`config.mk`:
```
export PLATFORM = sky130hd
export DESIGN_NAME = ifd_post
export DESIGN_NICKNAME = d
export VERILOG_FILES = /design/src/rtl/ifd_pkg.sv /design/src/rtl/ifd_post.sv
export SDC_FILE = /design/constraint.sdc
export NUM_CORES = 1
export LEC_CHECK = 0
export BUFFER_PORTS_ARGS = -buffer_cell sky130_fd_sc_hd__buf_2
export CAP_MARGIN = 10
export CORE_UTILIZATION = 40
export CTS_CLUSTER_SIZE = 25
export DETAILED_ROUTE_END_ITERATION = 10
export GPL_TIMING_DRIVEN = 0
export PLACE_DENSITY = 0.78
export SYNTH_ARGS = -nofsm -noshare
export SYNTH_HDL_FRONTEND = slang
export SYNTH_SLANG_ARGS = --single-unit
export TNS_END_PERCENT = 10
```
`constraint.sdc`:
```
create_clock -name clk -period 3.2 [get_ports clk]
set_input_delay 0.32 -clock clk [delete_from_list [all_inputs] [get_ports clk]]
set_output_delay 0.32 -clock clk [all_outputs]
set_load 0.005 [all_outputs]
```
`src/rtl/ifd_pkg.sv`:
```
`default_nettype none

package ifd_pkg;

  localparam int DATA_W = 64;
  localparam int TYPE_W = 3;
  localparam int STAT_W = 2;

  // element type codes
  localparam logic [TYPE_W-1:0] TYPE_INT8   = 3'd0;
  localparam logic [TYPE_W-1:0] TYPE_INT16  = 3'd1;
  localparam logic [TYPE_W-1:0] TYPE_INT32  = 3'd2;
  localparam logic [TYPE_W-1:0] TYPE_INT64  = 3'd3;
  localparam logic [TYPE_W-1:0] TYPE_UINT8  = 3'd4;
  localparam logic [TYPE_W-1:0] TYPE_UINT16 = 3'd5;
  localparam logic [TYPE_W-1:0] TYPE_RESET  = TYPE_INT32;

  // status codes
  localparam logic [STAT_W-1:0] ST_OK       = 2'd0;
  localparam logic [STAT_W-1:0] ST_DIV_ZERO = 2'd1;
  localparam logic [STAT_W-1:0] ST_OVERFLOW = 2'd2;

  // one division in flight, passed from cell to cell
  typedef struct packed {
    logic              valid;
    logic              neg;
    logic [STAT_W-1:0] status;
    logic [DATA_W-1:0] rem;
    logic [DATA_W-1:0] quo;
    logic [DATA_W-1:0] den;
  } lane_t;

  // finished result
  typedef struct packed {
    logic              valid;
    logic [DATA_W-1:0] quotient;
    logic [STAT_W-1:0] status;
  } res_t;

  function automatic logic elem_signed(input logic [TYPE_W-1:0] t);
    elem_signed = !(t inside {TYPE_UINT8, TYPE_UINT16});
  endfunction

  // low element bits, sign or zero extended
  function automatic logic [DATA_W-1:0] elem_extend(input logic [DATA_W-1:0] x,
                                                    input logic [TYPE_W-1:0] t);
    case (t)
      TYPE_INT8:   elem_extend = {{(DATA_W-8){x[7]}}, x[7:0]};
      TYPE_INT16:  elem_extend = {{(DATA_W-16){x[15]}}, x[15:0]};
      TYPE_INT32:  elem_extend = {{(DATA_W-32){x[31]}}, x[31:0]};
      TYPE_UINT8:  elem_extend = {{(DATA_W-8){1'b0}}, x[7:0]};
      TYPE_UINT16: elem_extend = {{(DATA_W-16){1'b0}}, x[15:0]};
      default:     elem_extend = x;
    endcase
  endfunction

  // most negative value of a signed type, extended
  function automatic logic [DATA_W-1:0] elem_smin(input logic [TYPE_W-1:0] t);
    case (t)
      TYPE_INT8:  elem_smin = {{(DATA_W-7){1'b1}}, 7'd0};
      TYPE_INT16: elem_smin = {{(DATA_W-15){1'b1}}, 15'd0};
      TYPE_INT32: elem_smin = {{(DATA_W-31){1'b1}}, 31'd0};
      default:    elem_smin = {1'b1, {(DATA_W-1){1'b0}}};
    endcase
  endfunction

endpackage

`default_nettype wire

```
`src/rtl/ifd_post.sv`:
```
`default_nettype none

module ifd_post (
  input  wire logic           clk,
  input  wire logic           rst,
  input  wire logic           en,
  input  wire ifd_pkg::lane_t li,
  output ifd_pkg::res_t       ro
);

  logic [ifd_pkg::DATA_W-1:0] q;

  // floor: on differing signs negate, and step down once more on a nonzero remainder; flagged results give zero
  always_comb begin
    if (li.status != ifd_pkg::ST_OK) begin
      q = '0;
    end else if (li.neg) begin
      q = ~li.quo + {{(ifd_pkg::DATA_W-1){1'b0}}, (li.rem == '0)};
    end else begin
      q = li.quo;
    end
  end

  always_ff @(posedge clk) begin
    if (en) begin
      ro.quotient <= q;
      ro.status   <= li.status;
    end
    if (rst) begin
      ro.valid <= 1'b0;
    end else if (en) begin
      ro.valid <= li.valid;
    end
  end

endmodule

`default_nettype wire

```
==> summary.md <==
The synthesis-to-layout area growth is 32.85%. The initialized floorplan defines 38 standard-cell rows. The final layout contains routed wiring with a total length of 14840 um. The post-synthesis cell type count is 39. The clock period minus worst slack was 3082 ps; the critical path data required time was 3300 ps. The number of optimization iterations in the first detailed-route pass came out at 5.

The start-to-end type of the worst setup path is in2reg. The register ranked first by flip-flop count was ro. Along the worst path, the maximum fanout reaches 10. Die extent in x: 107.2 um. Layout cell share with drive strength beyond 1: 35.61%. Initial detailed-routing violation count: 258. Setup repair after global routing could not meet its margin everywhere.

The number of nets handed over by synthesis was 673. Worst reg2reg path startpoint: ro[66]. For the maximum number of pins on one net before global-route repair, the log shows 43. Counting flops with a built-in enable in the synthesized netlist gives 66.

For this run, the total global-route usage over all layers was measured as 26.26%. The number of vias per cell was 5.669; the clock input transition at the sequential cells of the worst setup and hold paths was 80 ps. STA classifies the critical path endpoint as a flip-flop. Setup violations remaining at the end of the flow were counted as 0. The maximum buffer depth of the clock tree was 2; the number of routed nets with antenna violations was 0. The tree is rooted in a sky130_fd_sc_hd__clkbuf_8. The register with the most flip-flops in the layout has 67 of them. Max-slew headroom at the worst pin: 29.96%. The largest registers in the layout are ro (67).

Across the run, the number of max-cap violations was 0. TritonCTS built the clock tree. The clock tree synthesis step divided the H-tree into 3 levels.

Power spread over the standard cell area amounts to 355.4 mW/mm^2. Each instance of the synthesized netlist takes up on average 9.404 sq um. The area of the die was 0.01150 sq mm.

The core region is 0.01079 sq mm. For the post-route DRC violation count, the log shows 0. The tools report the hold path startpoint as rst. Port buffering added 200 buffers.

Hold repair after CTS inserted 0 buffers. The run finished with clean final reports. The final non-filler cell total is 830. The worst setup path is launched from an input pin. In the finished design, the share of the clock period the worst path needs comes to 96.30%. Across the VDD grid, the largest voltage drop is 0.0001621 V. The share of the yosys chip area belonging to registers was 45.20%; the number of sinks on the clock net was 67. The number of antenna violations at the first check in global routing is 2, and the total half-perimeter wirelength after legalization and detailed placement is 11750 um.

During synthesis, Yosys emitted a total of 0 warnings. The die is 107.2 um tall. The run gives 0 as the final-report max-slew violation count. At the pin with the least slew margin, the transition time is 1041 ps. The logs give 4508 for the via count of the first global-routing pass and 0.004429 sq mm for the cell area after synthesis.

The flip-flop and latch count after synthesis is 67. The logs give 812 for the post-placement cell count and 54.52% for the end-of-flow core utilization. 266 I/O pins were placed.

The clock latency on the worst-skew pair is 370 ps. The run gives 0 as the count of final hold-check violations. The critical path starts at li[140]. The arrival time at the worst endpoint was 3190 ps; the number of buffers created by CTS was 9. The tools report the starting utilization of the core area as 41.04%. The number of vias after detailed routing is 4705, and the synthesized netlist cell count is 471. The congestion estimate from routability-driven global placement came to 0.9927. The tools report the total grt overflow as 0.

The net count of the finished layout is 885. For the achievable frequency, the log shows 0.3245 GHz. In the synthesized netlist the dominant register cell turns out to be sky130_fd_sc_hd__edfxtp_1. The path class of the tightest hold or removal check is in2reg.

The leakage component of the power is 0.002307 uW. In the final routed layout, each cell accounts on average for 17.87 um. The clock skew came out at 0 ps. The first global-routing pass estimated 22560 um of wire.

For this run, asynchronously set or reset flops after synthesis account for 0%.
==> placed cells by master, fill, tap and decap left out, drive strengths merged, types with 2 or more instances in the layout <==
| cell type | instances |
|---|---|
| a21oi | 18 |
| a31oi | 3 |
| and3 | 7 |
| buf | 206 |
| clkbuf | 32 |
| clkinv | 4 |
| clkinvlp | 2 |
| diode | 2 |
| edfxtp | 66 |
| ha | 3 |
| inv | 4 |
| mux2i | 15 |
| nand2 | 43 |
| nand2b | 5 |
| nand3 | 17 |
| nand4 | 21 |
| nand4b | 2 |
| nor2 | 53 |
| nor2b | 2 |
| nor3 | 25 |
| nor4 | 32 |
| nor4b | 2 |
| o21ai | 21 |
| o31ai | 12 |
| o41ai | 12 |
| or2 | 6 |
| or3 | 23 |
| or4 | 9 |
| xor2 | 35 |
==> repair_timing <==
action | in CTS | in global routing
pin swaps | 0 | 2
buffers inserted | 0 | 1
endpoints found under the setup margin | 30 | 26
gates resized for setup | 8 | 8
==> metal layers <==
layer  vias up  global-route usage [%]  routed length (um)  part of all wire (%)
li1       2233                       -                   -                     -
met1      2211                   30.33                5703                    38
met2       219                   45.90                7594                    51
met3        42                   4.134                 969                   6.5
met4         0                   15.26                 569                   3.8
met5         -                       0                   0                     0
==> path summary, 6_finish.rpt <==
| path | end | cells after the start | slack (ps) |
|---|---|---|---|
| worst max-delay path | ro[28] | 12 | 120 |
| worst min register to register | ro[66] | 2 | 500 |
| worst min-delay path | ro[66] | 2 | 90 |
| worst max register to register | ro[66] | 2 | 2620 |
==> area by class of cell <==
cell class / instances / area, sq um
inverters: 4 / 15.01
plain buffers: 26 / 101.3
flip-flops and latches: 67 / 2002
diodes: 2 / 5.005
fillers: 972 / 4908
multi-input cells: 373 / 2397
clock inverters: 6 / 32.53
repair buffers: 202 / 1028
clock buffers: 10 / 127.6
well taps: 140 / 175.2
==> cells in the mapped netlist, drive strengths merged, types with 2 or more instances <==
cell type  count  area (sq um)
o21ai         21         105.1
nor4          32         242.7
nor4b          2         17.52
and3           7         43.79
o41ai         12         105.1
nor2b          2         12.51
nand4b         2         17.52
nand2b         5         31.28
a31oi          3         18.77
nor3          25         155.2
or4            9         67.56
or2            6         37.53
nor2          53         198.9
inv            4         15.01
buf            4         17.52
nand2         43         161.4
xor2          35         306.5
a21oi         18         90.09
or3           23         143.9
mux2i         15         150.1
ha             3         37.54
edfxtp        66          1982
o31ai         12         90.09
nand4         21         131.4
nand3         17         85.08
clkbuf        23         86.33
==> kinds of logic after synthesis <==
kind of cell / synth area share [%]
buf+inv: 2.684
xor+xnor: 6.921
mux: 3.644
fa+ha+maj: 0.8475
flops: 45.20
simple gates: 30.71
compound gates: 10.00
==> critical path, stage by stage <==
cell                      delay, ps
sky130_fd_sc_hd__buf_2          110
sky130_fd_sc_hd__nor4_1         310
sky130_fd_sc_hd__nand4_1        200
sky130_fd_sc_hd__nor4_4         330
sky130_fd_sc_hd__ha_2           240
sky130_fd_sc_hd__ha_2           220
sky130_fd_sc_hd__nor4b_4        300
sky130_fd_sc_hd__nand4_1        280
sky130_fd_sc_hd__buf_2          290
sky130_fd_sc_hd__o41ai_1        340
sky130_fd_sc_hd__xor2_1         180
sky130_fd_sc_hd__nor2_1          60
==> per-stage QoR <==
| step | hold slack [ps] | area (sq um) | power, uW | setup WS (ps) | setup TNS (ps) |
|---|---|---|---|---|---|
| global route | 89.74 | 5884 | 2165 | -114.9 | -855.2 |
| global placement | 472.9 | 5605 | 1482 | -848.7 | -19720 |
| detailed placement | 485.4 | 5625 | 1493 | -883.9 | -20890 |
| CTS | 97.19 | 5832 | 2085 | -7.239 | -11.48 |
| floorplan | 392.4 | 4429 | 1237 | 121.3 | 0 |
| finish | 87.28 | 5884 | 2091 | 118.3 | 0 |
==> power breakdown <==
group / switching [uW] / leakage, uW / internal [uW]
Combinational: 244 / 0.00159 / 179
Clock: 336 / 0.0000772 / 273
Sequential: 18.0 / 0.000640 / 1040
Total: 598 / 0.00231 / 1490
(Power assumes the default switching activity.)
