**src/rtl/ifd_pkg.sv**
```systemverilog
`default_nettype none

package ifd_pkg;

  localparam int DATA_W = 64;
  localparam int TYPE_W = 3;
  localparam int STAT_W = 2;

  // element type codes
  localparam logic [TYPE_W-1:0] TYPE_INT8   = 3'd0;
  localparam logic [TYPE_W-1:0] TYPE_INT16  = 3'd1;
  localparam logic [TYPE_W-1:0] TYPE_INT32  = 3'd2;
  localparam logic [TYPE_W-1:0] TYPE_INT64  = 3'd3;
  localparam logic [TYPE_W-1:0] TYPE_UINT8  = 3'd4;
  localparam logic [TYPE_W-1:0] TYPE_UINT16 = 3'd5;
  localparam logic [TYPE_W-1:0] TYPE_RESET  = TYPE_INT32;

  // status codes
  localparam logic [STAT_W-1:0] ST_OK       = 2'd0;
  localparam logic [STAT_W-1:0] ST_DIV_ZERO = 2'd1;
  localparam logic [STAT_W-1:0] ST_OVERFLOW = 2'd2;

  // one division in flight, passed from cell to cell
  typedef struct packed {
    logic              valid;
    logic              neg;
    logic [STAT_W-1:0] status;
    logic [DATA_W-1:0] rem;
    logic [DATA_W-1:0] quo;
    logic [DATA_W-1:0] den;
  } lane_t;

  // finished result
  typedef struct packed {
    logic              valid;
    logic [DATA_W-1:0] quotient;
    logic [STAT_W-1:0] status;
  } res_t;

  function automatic logic elem_signed(input logic [TYPE_W-1:0] t);
    elem_signed = !(t inside {TYPE_UINT8, TYPE_UINT16});
  endfunction

  // low element bits, sign or zero extended
  function automatic logic [DATA_W-1:0] elem_extend(input logic [DATA_W-1:0] x,
                                                    input logic [TYPE_W-1:0] t);
    case (t)
      TYPE_INT8:   elem_extend = {{(DATA_W-8){x[7]}}, x[7:0]};
      TYPE_INT16:  elem_extend = {{(DATA_W-16){x[15]}}, x[15:0]};
      TYPE_INT32:  elem_extend = {{(DATA_W-32){x[31]}}, x[31:0]};
      TYPE_UINT8:  elem_extend = {{(DATA_W-8){1'b0}}, x[7:0]};
      TYPE_UINT16: elem_extend = {{(DATA_W-16){1'b0}}, x[15:0]};
      default:     elem_extend = x;
    endcase
  endfunction

  // most negative value of a signed type, extended
  function automatic logic [DATA_W-1:0] elem_smin(input logic [TYPE_W-1:0] t);
    case (t)
      TYPE_INT8:  elem_smin = {{(DATA_W-7){1'b1}}, 7'd0};
      TYPE_INT16: elem_smin = {{(DATA_W-15){1'b1}}, 15'd0};
      TYPE_INT32: elem_smin = {{(DATA_W-31){1'b1}}, 31'd0};
      default:    elem_smin = {1'b1, {(DATA_W-1){1'b0}}};
    endcase
  endfunction

endpackage

`default_nettype wire

```
**src/rtl/ifd_prep.sv**
```systemverilog
`default_nettype none

module ifd_prep (
  input  wire logic                        clk,
  input  wire logic                        rst,
  input  wire logic                        en,
  input  wire logic                        in_valid,
  input  wire logic [ifd_pkg::TYPE_W-1:0]  element_type,
  input  wire logic [ifd_pkg::DATA_W-1:0]  dividend,
  input  wire logic [ifd_pkg::DATA_W-1:0]  divisor,
  output ifd_pkg::lane_t                   lo
);

  logic                       sgn;
  logic [ifd_pkg::DATA_W-1:0] a;
  logic [ifd_pkg::DATA_W-1:0] b;
  logic                       an;
  logic                       bn;
  ifd_pkg::lane_t             lane_next;

  always_comb begin
    sgn = ifd_pkg::elem_signed(element_type);
    a   = ifd_pkg::elem_extend(dividend, element_type);
    b   = ifd_pkg::elem_extend(divisor, element_type);
    an  = a[ifd_pkg::DATA_W-1];
    bn  = b[ifd_pkg::DATA_W-1];
    lane_next.valid = in_valid;
    lane_next.neg   = an ^ bn;
    lane_next.rem   = '0;
    lane_next.quo   = an ? (~a + 1'b1) : a;
    lane_next.den   = bn ? (~b + 1'b1) : b;
    if (b == '0) begin
      lane_next.status = ifd_pkg::ST_DIV_ZERO;
    end else if (sgn && a == ifd_pkg::elem_smin(element_type) && b == '1) begin
      lane_next.status = ifd_pkg::ST_OVERFLOW;
    end else begin
      lane_next.status = ifd_pkg::ST_OK;
    end
  end

  always_ff @(posedge clk) begin
    if (en) begin
      lo.neg    <= lane_next.neg;
      lo.status <= lane_next.status;
      lo.rem    <= lane_next.rem;
      lo.quo    <= lane_next.quo;
      lo.den    <= lane_next.den;
    end
    if (rst) begin
      lo.valid <= 1'b0;
    end else if (en) begin
      lo.valid <= lane_next.valid;
    end
  end

endmodule

`default_nettype wire

```
**config.mk**
```make
export PLATFORM = sky130hd
export DESIGN_NAME = ifd_prep
export DESIGN_NICKNAME = d
export VERILOG_FILES = /design/src/rtl/ifd_pkg.sv /design/src/rtl/ifd_prep.sv
export SDC_FILE = /design/constraint.sdc
export NUM_CORES = 1
export LEC_CHECK = 0
export ABC_AREA = 0
export BUFFER_PORTS_ARGS = -buffer_cell sky130_fd_sc_hd__buf_4
export CORE_MARGIN = 3
export CORE_UTILIZATION = 40
export CTS_CLUSTER_SIZE = 20
export DETAILED_ROUTE_END_ITERATION = 7
export PLACE_DENSITY_LB_ADDON = 0.15
export REMOVE_ABC_BUFFERS = 1
export SETUP_SLACK_MARGIN = 0.5
export SLEW_MARGIN = 20
export SYNTH_ARGS = -nofsm -noshare
export SYNTH_HDL_FRONTEND = slang
export SYNTH_SLANG_ARGS = --single-unit
```
**constraint.sdc**
```tcl
create_clock -name clk -period 2.65 [get_ports clk]
set_clock_uncertainty 0.05 [all_clocks]
set_input_delay 0.265 -clock clk [delete_from_list [all_inputs] [get_ports clk]]
set_output_delay 0.265 -clock clk [all_outputs]
set_load 0.05 [all_outputs]
```
==> flow_summary.json <==
{
  "cts_tree": "built",
  "r2r_slack_ps": 2020,
  "grt_pass1_wl_um": 56600,
  "worst_ep_arrival_time_ps": 2450,
  "crit_slowest_cell": "or4_4",
  "fp.coreArea_um2": 23900,
  "crit_top_cell": "buf_6",
  "place_ws_ps": -261,
  "syn_area_um2": 9890,
  "vias_per_cell": 5.77,
  "critPathMaxFanout": 6,
  "vdd_drop_max_mv": 0.355,
  "clock.fmax_mhz": 443,
  "fp-row-count": 56,
  "clockBufferDepth": 2,
  "htreeDepth": 4,
  "tightest_slew_ps": 761,
  "max_stage_delay_ps": 540,
  "status": "finished clean",
  "worst-path-buf-inv": 3,
  "reg2reg_depth": 2,
  "drt_iter0_drc": 954,
  "reg_top3": "lo (132)",
  "place_area_um2": 13200,
  "cts_inserted_buffers": 17,
  "cts.sink_count": 132,
  "num_vias": 10700,
  "p_total_mw": 7.85,
  "dr.pass1.iters": 5,
  "slew_violations": 0,
  "clock_latency_ps": 430,
  "cp_cell_sequence": "buf_6 -> or4_4 -> or3_4 -> buf_6 -> a21o_4 -> nor4_4 -> buf_6 -> nand2_1 -> nor4_2",
  "grt_use_total": 0.269,
  "rsz0062_at_grt": "yes",
  "die_w_um": 163,
  "yosysSeqAreaShare": 0.400,
  "grt_pass1_vias": 10200,
  "synth_flop_cell": "edfxtp_1",
  "port_buffers": 266,
  "relSlewSlack": 0.492,
  "grt.overflow.total": 0,
  "power_density_nw_per_um2": 535,
  "synth_top_cell_area_share": 0.398,
  "antenna_found_initial": 0,
  "ys_ff_latch": 132,
  "worstPathRequired_ps": 2850,
  "nNetsFinal": 1660,
  "syn_to_final_growth_pct": 48.3,
  "setup.worst_path.end_class": "flop",
  "max_cap_violations": 0,
  "post-route-cell-area_um2": 14700,
  "final_hold_viol_count": 0,
  "synth.avg_cell_area_um2": 8.96,
  "routed_wl_um": 37400,
  "ys_warn_count": 0,
  "rr_startpoint": "lo[195]$_SDFFE_PP0P_",
  "die_h_um": 163,
  "startpoint_type": "input port",
  "place_congestion": 0.931,
  "yosys.cell_types.count": 80,
  "period_needed_ps": 2260,
  "clk_pin_slew_ps": 70,
  "layout-drive-gt1-share": 0.391,
  "period_share": 0.851,
  "synth.top_cells.by_area": "edfxtp_1 40%, buf_4 4.9%, nand2_1 4.2%",
  "crit_start": "dividend[23]",
  "floorplan.initialDensity": 0.414,
  "setup_viol": 0,
  "fin_util": 0.614,
  "top_register": "lo",
  "worst-setup-path-type": "in2reg",
  "crit_cells": 9,
  "hold_class": "in2reg",
  "critPathCapture": "lo[127]$_SDFFCE_PP0P_",
  "synthCells": 1104,
  "cp_top_family": "simple AND/OR/NAND/NOR gates",
  "post_drt_wl_per_cell_um": 20.2,
  "dieArea_um2": 26700,
  "ant_nets": 0,
  "worst_slack_ps": 395,
  "top_level_ports": 331,
  "drc": 0,
  "leakage_nw": 5.95,
  "rr_endpoint": "lo[195]$_SDFFE_PP0P_",
  "async_reset_ff_frac": 0,
  "grt_max_degree": 55,
  "n_antenna_cell": 0,
  "synth_edf_count": 131,
  "netlist.top_cell.by_area": "edfxtp_1",
  "dpl.hpwl_um": 27800,
  "root_buffer": "clkbuf_16",
  "largest_reg_flops": 132
}
## per-layer routing
layer  up-vias  global-route usage  part of all wire
met4         0              0.0819             0.022
met1      5103               0.374              0.42
met3        54              0.0484             0.092
li1       4940                   -                 -
met2       608               0.428              0.47
met5         -                   0                 0
## synth_stat cells (all sizes together), types with 4 or more instances
library cell  count
nor3             45
mux2i            23
nand3            29
and3             12
nor4b             4
o21ai            61
xor2             29
nor2             97
or3              29
nand4            20
a31oi            27
a21oi            54
nor4             42
or2              11
o32ai            10
a2111o            6
o22ai             7
a2111oi           5
o41ai            15
o21a             11
edfxtp          131
buf              77
nand2           112
nor2b             4
inv              16
nand2b           25
a211o             7
xnor2            29
a211oi            8
o211ai            7
o31ai            17
clkbuf           49
or4              15
## final cells by class
type	instances	area, um^2
fill	2110	9220
multi-input combinational	893	6010
sequential	132	3950
timing repair buffer	462	3660
clock buffer	19	433
tap	319	399
clock inverter	13	150
inverter	16	63.8
## through the flow
step | std cells | setup TNS (ps) | hold slack [ps]
floorplan | 1041 | -83000 | 287
global placement | 1798 | -3690 | 373
detailed placement | 1798 | -5100 | 375
CTS | 1836 | 0 | 12.0
global route | 1854 | 0 | 49.8
finish | 1854 | 0 | 16.1
## worst min-delay path by stage
stage / cells after the start / start / end
floorplan: 1 / rst / lo[195]$_SDFFE_PP0P_
global placement: 2 / rst / lo[195]$_SDFFE_PP0P_
detailed placement: 2 / rst / lo[195]$_SDFFE_PP0P_
CTS: 3 / in_valid / lo[195]$_SDFFE_PP0P_
global route: 3 / in_valid / lo[195]$_SDFFE_PP0P_
finish: 3 / in_valid / lo[195]$_SDFFE_PP0P_
## cells by family after synthesis
logic type,after synthesis,share of synthesized area
simple gates,458,0.238
flops,132,0.400
compound gates,286,0.204
fa+ha+maj,3,0.00379
buf+inv,142,0.0789
other cells,1,0.000379
mux,24,0.0244
xor+xnor,58,0.0513
## layout by cell type (no fill, tap or decap), types with 6 or more instances in the layout
cell type and instances:
buf_4 432, nand2b_1 23, nor3_1 39, xor2_1 29
o21a_1 10, inv_1 15, clkbuf_16 17, conb_1 64
o41ai_4 7, buf_6 19, or3_1 24, or4_4 10
a2111o_1 6, or2_2 9, buf_12 8, a211o_1 7
a21oi_1 53, nor2_1 93, and3_1 12, mux2i_1 22
nand3_1 27, edfxtp_1 131, o22ai_1 7, nand2_1 110
o31ai_1 13, o21ai_0 53, nor3_2 6, o211ai_1 7
nor4_1 31, xnor2_1 29, nand4_1 20, nor4_4 7
a31oi_1 24
## power breakdown
part           internal, mW  switching, mW  total [mW]  leakage, nW
clock                  1.40           1.03        2.44        0.279
sequential             2.57         0.0784        2.65         1.27
combinational         0.898           1.87        2.77         4.39
## timing repair
item                                    in CTS  in global routing
pin swaps                                   33                 26
hold endpoints to repair                     1                  0
cloned                                       1                  1
endpoints found under the setup margin      59                 70
hold buffers                                 1                  0
setup buffers                                4                 17
resized for setup                           67                 70
## worst reg2reg max path: cells and delay by family, from the launching register on
kind	cells	cell delay, ps
AND/OR/NAND/NOR	1	50
flip-flops	1	310
multiplexers	1	120
No activity file was read; power rests on OpenSTA's default activity.
