**config.mk**
```make
export PLATFORM = sky130hd
export DESIGN_NAME = ifd_cell
export DESIGN_NICKNAME = d
export VERILOG_FILES = /design/src/rtl/ifd_pkg.sv /design/src/rtl/ifd_cell.sv
export SDC_FILE = /design/constraint.sdc
export NUM_CORES = 1
export LEC_CHECK = 0
export BUFFER_PORTS_ARGS = -buffer_cell sky130_fd_sc_hd__buf_2
export CAP_MARGIN = 20
export CORE_MARGIN = 3
export CORE_UTILIZATION = 30
export DETAILED_ROUTE_END_ITERATION = 10
export SETUP_SLACK_MARGIN = 0.15
export SYNTH_ARGS = -nofsm -noshare
export SYNTH_HDL_FRONTEND = slang
export SYNTH_SLANG_ARGS = --single-unit
export TNS_END_PERCENT = 30
```
**constraint.sdc**
```tcl
create_clock -name clk -period 5.6 [get_ports clk]
set_input_delay 0.28 -clock clk [delete_from_list [all_inputs] [get_ports clk]]
set_output_delay 0.28 -clock clk [all_outputs]
set_load 0.01 [all_outputs]
```
**src/rtl/ifd_pkg.sv**
```systemverilog
`default_nettype none

package ifd_pkg;

  localparam int DATA_W = 64;
  localparam int TYPE_W = 3;
  localparam int STAT_W = 2;

  // element type codes
  localparam logic [TYPE_W-1:0] TYPE_INT8   = 3'd0;
  localparam logic [TYPE_W-1:0] TYPE_INT16  = 3'd1;
  localparam logic [TYPE_W-1:0] TYPE_INT32  = 3'd2;
  localparam logic [TYPE_W-1:0] TYPE_INT64  = 3'd3;
  localparam logic [TYPE_W-1:0] TYPE_UINT8  = 3'd4;
  localparam logic [TYPE_W-1:0] TYPE_UINT16 = 3'd5;
  localparam logic [TYPE_W-1:0] TYPE_RESET  = TYPE_INT32;

  // status codes
  localparam logic [STAT_W-1:0] ST_OK       = 2'd0;
  localparam logic [STAT_W-1:0] ST_DIV_ZERO = 2'd1;
  localparam logic [STAT_W-1:0] ST_OVERFLOW = 2'd2;

  // one division in flight, passed from cell to cell
  typedef struct packed {
    logic              valid;
    logic              neg;
    logic [STAT_W-1:0] status;
    logic [DATA_W-1:0] rem;
    logic [DATA_W-1:0] quo;
    logic [DATA_W-1:0] den;
  } lane_t;

  // finished result
  typedef struct packed {
    logic              valid;
    logic [DATA_W-1:0] quotient;
    logic [STAT_W-1:0] status;
  } res_t;

  function automatic logic elem_signed(input logic [TYPE_W-1:0] t);
    elem_signed = !(t inside {TYPE_UINT8, TYPE_UINT16});
  endfunction

  // low element bits, sign or zero extended
  function automatic logic [DATA_W-1:0] elem_extend(input logic [DATA_W-1:0] x,
                                                    input logic [TYPE_W-1:0] t);
    case (t)
      TYPE_INT8:   elem_extend = {{(DATA_W-8){x[7]}}, x[7:0]};
      TYPE_INT16:  elem_extend = {{(DATA_W-16){x[15]}}, x[15:0]};
      TYPE_INT32:  elem_extend = {{(DATA_W-32){x[31]}}, x[31:0]};
      TYPE_UINT8:  elem_extend = {{(DATA_W-8){1'b0}}, x[7:0]};
      TYPE_UINT16: elem_extend = {{(DATA_W-16){1'b0}}, x[15:0]};
      default:     elem_extend = x;
    endcase
  endfunction

  // most negative value of a signed type, extended
  function automatic logic [DATA_W-1:0] elem_smin(input logic [TYPE_W-1:0] t);
    case (t)
      TYPE_INT8:  elem_smin = {{(DATA_W-7){1'b1}}, 7'd0};
      TYPE_INT16: elem_smin = {{(DATA_W-15){1'b1}}, 15'd0};
      TYPE_INT32: elem_smin = {{(DATA_W-31){1'b1}}, 31'd0};
      default:    elem_smin = {1'b1, {(DATA_W-1){1'b0}}};
    endcase
  endfunction

endpackage

`default_nettype wire

```
**src/rtl/ifd_cell.sv**
```systemverilog
`default_nettype none

module ifd_cell (
  input  wire logic           clk,
  input  wire logic           rst,
  input  wire logic           en,
  input  wire ifd_pkg::lane_t li,
  output ifd_pkg::lane_t      lo
);

  logic [ifd_pkg::DATA_W:0]   trial;
  logic [ifd_pkg::DATA_W:0]   diff;
  logic                       take;
  logic [ifd_pkg::DATA_W-1:0] rem_next;
  logic [ifd_pkg::DATA_W-1:0] quo_next;

  // one restoring step: bring down the next dividend bit, try the subtract
  always_comb begin
    trial    = {li.rem, li.quo[ifd_pkg::DATA_W-1]};
    diff     = trial - {1'b0, li.den};
    take     = !diff[ifd_pkg::DATA_W];
    rem_next = take ? diff[ifd_pkg::DATA_W-1:0] : trial[ifd_pkg::DATA_W-1:0];
    quo_next = {li.quo[ifd_pkg::DATA_W-2:0], take};
  end

  always_ff @(posedge clk) begin
    if (en) begin
      lo.neg    <= li.neg;
      lo.status <= li.status;
      lo.rem    <= rem_next;
      lo.quo    <= quo_next;
      lo.den    <= li.den;
    end
    if (rst) begin
      lo.valid <= 1'b0;
    end else if (en) begin
      lo.valid <= li.valid;
    end
  end

endmodule

`default_nettype wire

```
==> results of run 1 <==
-- routing by layer --
layer | GRT usage, % | routed length [microns]
met1 | 21.4 | 14800
met2 | 29.3 | 16600
met3 | 3.82 | 2190
met4 | 4.54 | 483
met5 | 0 | 48
-- where the power goes --
group | internal, mW | switching (mW)
Combinational | 0.486 | 0.620
Clock | 0.643 | 0.637
Sequential | 1.81 | 0.0401
Total | 2.94 | 1.30
-- final timing paths --
| path | from | to | cells past startpoint |
|---|---|---|---|
| max | li[27] | lo[143]$_DFFE_PP_ | 14 |
| min | li[47] | lo[47]$_DFFE_PP_ | 1 |
| max reg2reg | lo[195]$_SDFFE_PP0P_ | lo[195]$_SDFFE_PP0P_ | 2 |
| min reg2reg | lo[195]$_SDFFE_PP0P_ | lo[195]$_SDFFE_PP0P_ | 2 |
-- through the flow --
step | worst slack (ps) | hold WS [ps] | power [mW] | utilization (%)
2_1_floorplan | 2230 | 352 | 2.52 | -
3_3_place_gp | 1420 | 437 | 2.92 | 37.4
3_5_place_dp | 1310 | 450 | 2.94 | 37.4
4_1_cts | 1230 | 0.159 | 4.31 | 42.0
5_1_grt | 1050 | 6.30 | 4.46 | 42.1
6_report | 1270 | 34.2 | 4.24 | 42.1
-- cell type report --
class,count,area share [%]
flip-flops and latches,196,38.9
multi-input cells,622,30.5
repair buffers,504,20.5
well taps,461,3.82
clock buffers,17,2.82
inverters,86,2.17
clock inverters,15,1.20
diodes,2,0.0332
-- kinds of logic (layout without fill, tap and decap cells) --
family | after synthesis | after routing | synth area share [%]
compound gates | 240 | 240 | 14.4
flops | 196 | 196 | 53.5
simple gates | 196 | 196 | 8.89
buf+inv | 119 | 622 | 4.55
fa+ha+maj | 65 | 65 | 7.48
mux | 64 | 64 | 6.56
xor+xnor | 57 | 57 | 4.55
other cells | 0 | 2 | 0
-- worst max-delay path, stage by stage --
cell           delay, ps
dlygate4sd3_1        520
buf_2                110
inv_1                 40
ha_1                 450
nand4_1              190
or4_1                610
or3_1                330
o32a_1               240
a21oi_2              190
o21ai_1              120
and2_4               210
o211a_4              300
inv_6                500
mux2_1               410
-- cells in the final DEF (no fill, tap or decap), types with 6 or more instances in the layout --
cell type and n:
nand4_1 20, o21ai_1 15, edfxtp_1 195, nand3_1 10, buf_2 393, ha_1 64
and3_1 7, o21ai_0 23, nor2_1 41, clkbuf_16 17, xor2_1 23, mux2_1 54
dlygate4sd3_1 106, nor2b_1 10, a21o_1 32, mux2i_1 7, nand2b_1 9, nor3_1 9
nand2_1 62, xnor2_1 34, a21oi_1 76, o21bai_1 15, a211oi_1 6, inv_1 85
a31oi_1 7, o21a_1 8
==> impl_metrics.xml, run 1 <==
<?xml version="1.0" encoding="UTF-8"?>
<metrics>
  <group name="run_status">
    <metric name="status" unit="">finished clean</metric>
  </group>
  <group name="synthesis">
    <metric name="ys_types" unit="">75</metric>
    <metric name="synth.cell_area" unit="sq um">11000</metric>
    <metric name="synth_warnings" unit="">0</metric>
    <metric name="post-synth-top-area-cell" unit="">edfxtp_1</metric>
    <metric name="synth_cells" unit="">937</metric>
    <metric name="yosys_register_bits" unit="">196</metric>
    <metric name="async_reset_ff_share" unit="%">0</metric>
    <metric name="synth_ff_type" unit="">edfxtp_1</metric>
    <metric name="syn_nets" unit="">1201</metric>
    <metric name="post-synth-top-area-fraction" unit="%">53.4</metric>
    <metric name="postSynthAreaPerCell" unit="sq um">11.7</metric>
    <metric name="synth_edf_count" unit="">195</metric>
    <metric name="top_post_synthesis_cells_by_area" unit="">edfxtp_1 (53%), ha_1 (7.3%), mux2_1 (5.5%), a21oi_1 (3.5%), inv_1 (2.9%)</metric>
    <metric name="yosysSeqAreaShare" unit="%">53.5</metric>
    <metric name="post-synth-top-count-cell" unit="">edfxtp_1</metric>
    <metric name="synth_top_cells_by_count" unit="">edfxtp_1 (195), inv_1 (85), a21oi_1 (76)</metric>
  </group>
  <group name="floorplanning">
    <metric name="chipWidth" unit="microns">197</metric>
    <metric name="num_io_pins" unit="">395</metric>
    <metric name="fp-row-count" unit="">69</metric>
    <metric name="height_of_the_die" unit="microns">197</metric>
    <metric name="start_util" unit="%">30.6</metric>
    <metric name="overall_die_area" unit="sq um">38900</metric>
    <metric name="core" unit="sq um">35800</metric>
  </group>
  <group name="final_layout">
    <metric name="fraction_of_layout_cells_with_a_size_suffix_above_1" unit="%">31.0</metric>
    <metric name="largest_register" unit="">lo</metric>
    <metric name="largest_register_ff_count" unit="">196</metric>
    <metric name="multi_input_comb_area" unit="sq um">4610</metric>
    <metric name="seqCellArea" unit="sq um">5880</metric>
    <metric name="layoutNonFillerInstCount" unit="">1903</metric>
    <metric name="finish.net_count" unit="">1691</metric>
    <metric name="fin_area" unit="sq um">15100</metric>
    <metric name="synthToLayoutAreaGrowth" unit="%">37.5</metric>
    <metric name="reg.largest.list" unit="">lo (196)</metric>
    <metric name="fillerInstances" unit="">3495</metric>
  </group>
  <group name="cts">
    <metric name="cts.root.buffer_cell" unit="">clkbuf_16</metric>
    <metric name="post_cts_buffers" unit="">0</metric>
    <metric name="cts.sinks" unit="">196</metric>
    <metric name="clock_buffer_depth" unit="">2</metric>
    <metric name="post_cts_resize_count" unit="">0</metric>
    <metric name="cts-buffers-inserted" unit="">17</metric>
    <metric name="cts.reportedPaths.clkPinSlew" unit="ps">80</metric>
    <metric name="clk_latency" unit="ps">440</metric>
    <metric name="cts_tree" unit="">yes</metric>
    <metric name="postCtsHoldBufs" unit="">105</metric>
    <metric name="htreeDepth" unit="">4</metric>
  </group>
  <group name="global_routing">
    <metric name="grt_max_degree" unit="">78</metric>
    <metric name="number_of_global_route_vias_before_repair" unit="">9335</metric>
    <metric name="overall_routing_resource_usage" unit="%">16.9</metric>
    <metric name="first_pass_grt_wire_length" unit="microns">51500</metric>
    <metric name="number_of_antenna_violations_at_the_first_check_in_global_routing" unit="">5</metric>
    <metric name="grt_overflow" unit="">0</metric>
  </group>
  <group name="routing">
    <metric name="detail_route.vias_per_cell" unit="">4.83</metric>
    <metric name="wire_length_per_cell_after_detailed_routing" unit="microns">17.9</metric>
    <metric name="totalWireLength" unit="microns">34100</metric>
    <metric name="number_of_remaining_drc_errors" unit="">0</metric>
    <metric name="dr.first_iter.drc_count" unit="">411</metric>
    <metric name="postRouteAntennaNets" unit="">0</metric>
    <metric name="vias" unit="">9184</metric>
    <metric name="drt-pass1-iter-count" unit="">5</metric>
  </group>
  <group name="setup_path">
    <metric name="worst_r2r_setup_slack" unit="ps">4990</metric>
    <metric name="crit_type" unit="">primary input to register</metric>
    <metric name="start_kind" unit="">primary input</metric>
    <metric name="path_max_fanout" unit="">60</metric>
    <metric name="timing.critical_path.arrival" unit="ps">4510</metric>
    <metric name="critical_path.endpoint_type" unit="">register</metric>
    <metric name="worstPathRequired" unit="ps">5790</metric>
  </group>
  <group name="placed_design">
    <metric name="placed_cell_count" unit="">1762</metric>
    <metric name="port-buffer-count" unit="">394</metric>
    <metric name="finalWeightedCongestion" unit="">0.828</metric>
    <metric name="dpl.hpwl" unit="microns">26100</metric>
    <metric name="place_area" unit="sq um">13400</metric>
  </group>
  <group name="sta">
    <metric name="worst_pin_slew" unit="ps">936</metric>
    <metric name="rsz0062_at_grt" unit="">no</metric>
    <metric name="timing.slew.headroom" unit="%">36.9</metric>
    <metric name="finalSetupViolCount" unit="">0</metric>
    <metric name="clock-skew-final" unit="ps">0</metric>
    <metric name="achievable-frequency" unit="MHz">231</metric>
    <metric name="final_max_slew_viol_count" unit="">0</metric>
    <metric name="final_min_period_over_clock_period" unit="%">77.3</metric>
    <metric name="final.setup.tns" unit="ps">0</metric>
    <metric name="fin_crit" unit="ps">4330</metric>
    <metric name="final-hold-violation-count" unit="">0</metric>
  </group>
  <group name="hold_path">
    <metric name="hp-class" unit="">primary input to register</metric>
  </group>
  <group name="power">
    <metric name="p_leak" unit="nW">6.64</metric>
    <metric name="vdd.ir_drop.worst" unit="V">0.000205</metric>
    <metric name="power_density" unit="nW/um^2">281</metric>
  </group>
  <group name="flow_run">
    <metric name="drv.max_cap_violation_count" unit="">0</metric>
  </group>
</metrics>
Note: power is estimated with default switching activity, not from simulation.
==> run 2: changes to the inputs <==
--- a/config.mk
+++ b/config.mk
@@ -5,6 +5,7 @@
 export SDC_FILE = /design/constraint.sdc
 export NUM_CORES = 1
 export LEC_CHECK = 0
+export ABC_AREA = 1
 export BUFFER_PORTS_ARGS = -buffer_cell sky130_fd_sc_hd__buf_2
 export CAP_MARGIN = 20
 export CORE_MARGIN = 3
==> constraint.sdc (replaced) <==
create_clock -name clk -period 4.04 [get_ports clk]
set_input_delay 0.202 -clock clk [delete_from_list [all_inputs] [get_ports clk]]
set_output_delay 0.202 -clock clk [all_outputs]
set_load 0.01 [all_outputs]
==> run 2 against run 1 <==
  * Cell count rose by 57%
  * Highest routed layer unchanged
  * Largest power group unchanged
  * Combinational power increased by 61%
  * Sequential share of layout area decreased by 6.8 points
  * Largest cell class unchanged
  * Setup slack got worse by 400 ps
  * Non-clock buffer count is 90 higher
  * Via count increased by 43%
  * Clock-buffer cell count unchanged
==> impl_metrics.xml, run 2 <==
<?xml version="1.0" encoding="UTF-8"?>
<metrics>
  <group name="run_status">
    <metric name="status" unit="">finished clean</metric>
  </group>
  <group name="final_layout">
    <metric name="reg.largest.list" unit="">lo (196)</metric>
    <metric name="fraction_of_layout_cells_with_a_size_suffix_above_1" unit="%">19.7</metric>
    <metric name="fin_area" unit="sq um">18300</metric>
    <metric name="fillerInstances" unit="">4399</metric>
    <metric name="multi_input_comb_area" unit="sq um">5620</metric>
    <metric name="seqCellArea" unit="sq um">5880</metric>
    <metric name="largest_register_ff_count" unit="">196</metric>
    <metric name="largest_register" unit="">lo</metric>
    <metric name="finish.net_count" unit="">2666</metric>
    <metric name="final_cell_mix" unit="">nand2_1 (788), buf_2 (393), inv_1 (388), dlygate4sd3_1 (195), edfxtp_1 (195)</metric>
    <metric name="layout.cells.most_common" unit="">nand2_1</metric>
    <metric name="synthToLayoutAreaGrowth" unit="%">39.5</metric>
  </group>
  <group name="synthesis">
    <metric name="synth.cell_area" unit="sq um">13100</metric>
    <metric name="synth_warnings" unit="">0</metric>
    <metric name="yosys_register_bits" unit="">196</metric>
    <metric name="syn_nets" unit="">2066</metric>
    <metric name="synth_cells" unit="">1802</metric>
    <metric name="synth_top_cells_by_count" unit="">nand2_1 (788), inv_1 (388), edfxtp_1 (195)</metric>
    <metric name="ys_types" unit="">33</metric>
    <metric name="post-synth-top-area-cell" unit="">edfxtp_1</metric>
    <metric name="async_reset_ff_share" unit="%">0</metric>
    <metric name="post-synth-top-area-fraction" unit="%">44.7</metric>
    <metric name="post-synth-top-count-cell" unit="">nand2_1</metric>
    <metric name="yosysSeqAreaShare" unit="%">44.8</metric>
    <metric name="synth_ff_type" unit="">edfxtp_1</metric>
    <metric name="postSynthAreaPerCell" unit="sq um">7.28</metric>
    <metric name="synth_edf_count" unit="">195</metric>
    <metric name="top_post_synthesis_cells_by_area" unit="">edfxtp_1 (45%), nand2_1 (23%), inv_1 (11%), ha_1 (6.1%), nor2_1 (3.0%)</metric>
  </group>
  <group name="setup_path">
    <metric name="crit_type" unit="">primary input to register</metric>
    <metric name="critical_path.endpoint_type" unit="">register</metric>
    <metric name="path_max_fanout" unit="">64</metric>
    <metric name="worstPathRequired" unit="ps">4390</metric>
    <metric name="start_kind" unit="">primary input</metric>
    <metric name="timing.critical_path.arrival" unit="ps">3510</metric>
  </group>
  <group name="power">
    <metric name="vdd.ir_drop.worst" unit="V">0.000291</metric>
    <metric name="p_leak" unit="nW">9.90</metric>
    <metric name="power_density" unit="nW/um^2">333</metric>
  </group>
  <group name="global_routing">
    <metric name="overall_routing_resource_usage" unit="%">22.3</metric>
    <metric name="first_pass_grt_wire_length" unit="microns">78500</metric>
    <metric name="number_of_antenna_violations_at_the_first_check_in_global_routing" unit="">2</metric>
    <metric name="number_of_global_route_vias_before_repair" unit="">13400</metric>
    <metric name="grt_max_degree" unit="">72</metric>
    <metric name="grt_overflow" unit="">0</metric>
  </group>
  <group name="placed_design">
    <metric name="place_area" unit="sq um">15700</metric>
    <metric name="port-buffer-count" unit="">394</metric>
    <metric name="dpl.hpwl" unit="microns">41300</metric>
    <metric name="finalWeightedCongestion" unit="">0.933</metric>
  </group>
  <group name="sta">
    <metric name="finalSetupViolCount" unit="">0</metric>
    <metric name="fin_hold_ws" unit="ps">44.2</metric>
    <metric name="final.setup.tns" unit="ps">0</metric>
    <metric name="worst_pin_slew" unit="ps">844</metric>
    <metric name="final-hold-violation-count" unit="">0</metric>
    <metric name="rsz0062_at_grt" unit="">no</metric>
    <metric name="final_max_slew_viol_count" unit="">0</metric>
    <metric name="timing.slew.headroom" unit="%">43.3</metric>
    <metric name="fin_crit" unit="ps">3160</metric>
    <metric name="final_min_period_over_clock_period" unit="%">78.3</metric>
    <metric name="clock-skew-final" unit="ps">0</metric>
    <metric name="achievable-frequency" unit="MHz">316</metric>
  </group>
  <group name="cts">
    <metric name="htreeDepth" unit="">4</metric>
    <metric name="clock_buffer_depth" unit="">2</metric>
    <metric name="clk_latency" unit="ps">480</metric>
    <metric name="cts.reportedPaths.clkPinSlew" unit="ps">80</metric>
    <metric name="cts.sinks" unit="">196</metric>
    <metric name="post_cts_resize_count" unit="">0</metric>
    <metric name="cts.root.buffer_cell" unit="">clkbuf_16</metric>
    <metric name="cts_tree" unit="">yes</metric>
    <metric name="cts-buffers-inserted" unit="">17</metric>
  </group>
  <group name="routing">
    <metric name="dr.first_iter.drc_count" unit="">840</metric>
    <metric name="drt-pass1-iter-count" unit="">5</metric>
    <metric name="postRouteAntennaNets" unit="">0</metric>
    <metric name="vias" unit="">13100</metric>
    <metric name="wire_length_per_cell_after_detailed_routing" unit="microns">17.3</metric>
    <metric name="totalWireLength" unit="microns">51800</metric>
    <metric name="number_of_remaining_drc_errors" unit="">0</metric>
    <metric name="detail_route.vias_per_cell" unit="">4.38</metric>
  </group>
  <group name="floorplanning">
    <metric name="chipWidth" unit="microns">215</metric>
    <metric name="height_of_the_die" unit="microns">215</metric>
    <metric name="overall_die_area" unit="sq um">46300</metric>
    <metric name="num_io_pins" unit="">395</metric>
    <metric name="fp-row-count" unit="">75</metric>
    <metric name="core" unit="sq um">42600</metric>
    <metric name="start_util" unit="%">30.8</metric>
  </group>
  <group name="flow_run">
    <metric name="drv.max_cap_violation_count" unit="">0</metric>
  </group>
  <group name="hold_path">
    <metric name="hp-class" unit="">primary input to register</metric>
  </group>
</metrics>
## run 2: changes by cell type after synthesis, sizes merged, moves of 10 or more
cell    before  now
o21ai       38    4
nand2       62  818
xnor2       34    1
nor2b       10    0
a21o        32    0
nand3       10   70
clkbuf      24    0
a21oi       78   53
mux2        57    0
nor2        41  112
inv         86  392
## run 2: kinds of logic after synthesis
kind of cell               after synthesis  synth area share [%]
xor gates and xnor gates                31                  2.07
DFF                                    196                  44.8
buffers and inverters                  406                  12.3
adders and majority gates               65                  6.26
muxes                                    1                0.0763
and+or+nand+nor                       1038                  31.8
AOI/OAI and AO/OA                       65                  2.63
## run 2: power breakdown
part / total [mW] / switching (mW) / leakage [nW] / internal [mW]
combinational: 1.79 / 1.12 / 7.70 / 0.671
sequential: 2.55 / 0.0579 / 1.91 / 2.49
clock: 1.76 / 0.925 / 0.291 / 0.839
total: 6.10 / 2.10 / 9.90 / 4.00
## run 2: routing by layer
| metal | wire [microns] | GRT usage [%] | vias up | share of wire (%) |
|---|---|---|---|---|
| li1 | - | - | 6707 | - |
| met1 | 22500 | 27.7 | 5933 | 43 |
| met2 | 24600 | 38.1 | 400 | 47 |
| met3 | 3170 | 5.28 | 77 | 6.1 |
| met4 | 1530 | 7.51 | 2 | 3.0 |
| met5 | 13 | 0 | - | 0.025 |
## run 2: stage by stage
stage / setup WS, ps / std cells / util, % / power [mW]
after floorplan: 1790 / 1802 / - / 3.55
after global placement: 939 / 2765 / 36.9 / 4.22
after detailed placement: 889 / 2765 / 36.9 / 4.23
after CTS: 893 / 2992 / 42.9 / 6.18
after global routing: 606 / 2995 / 42.9 / 6.45
final: 877 / 2995 / 42.9 / 6.10
## run 2: critical path, stage by stage
cell	delay, ps
dlygate4sd3_1	530
buf_2	130
ha_1	230
fa_1	460
inv_1	110
nand2_1	50
nand2_1	60
nand3_1	90
nand2_2	140
nand2_1	90
nand2_2	120
nand2_1	80
nand2_2	130
nand2_2	90
nand2_2	90
nand2_2	70
nand2_4	540
nand2_1	130
nand2_1	100
## run 2: final timing paths
kind | startpoint | end | slack (ps) | depth (start not counted)
max | li[0] | lo[140]$_DFFE_PP_ | 880 | 19
min | li[152] | lo[153]$_DFFE_PP_ | 40 | 3
max reg2reg | lo[195]$_SDFFE_PP0P_ | lo[195]$_SDFFE_PP0P_ | 2870 | 3
min reg2reg | lo[195]$_SDFFE_PP0P_ | lo[195]$_SDFFE_PP0P_ | 1060 | 3
## run 2: cell type report
class | instances | share of cell area (%)
Clock buffer | 17 | 2.33
Clock inverter | 15 | 0.971
Multi-Input combinational cell | 1200 | 30.7
Tap cell | 577 | 3.95
Inverter | 393 | 8.07
Sequential cell | 196 | 32.1
Antenna cell | 3 | 0.0410
Timing Repair Buffer | 594 | 21.8
## run 2: repair_timing
item                                   CTS  global route
hold buffers                           195             0
endpoints found under the hold margin  194             0
setup endpoints to repair                0             0
buffers inserted                         0             0
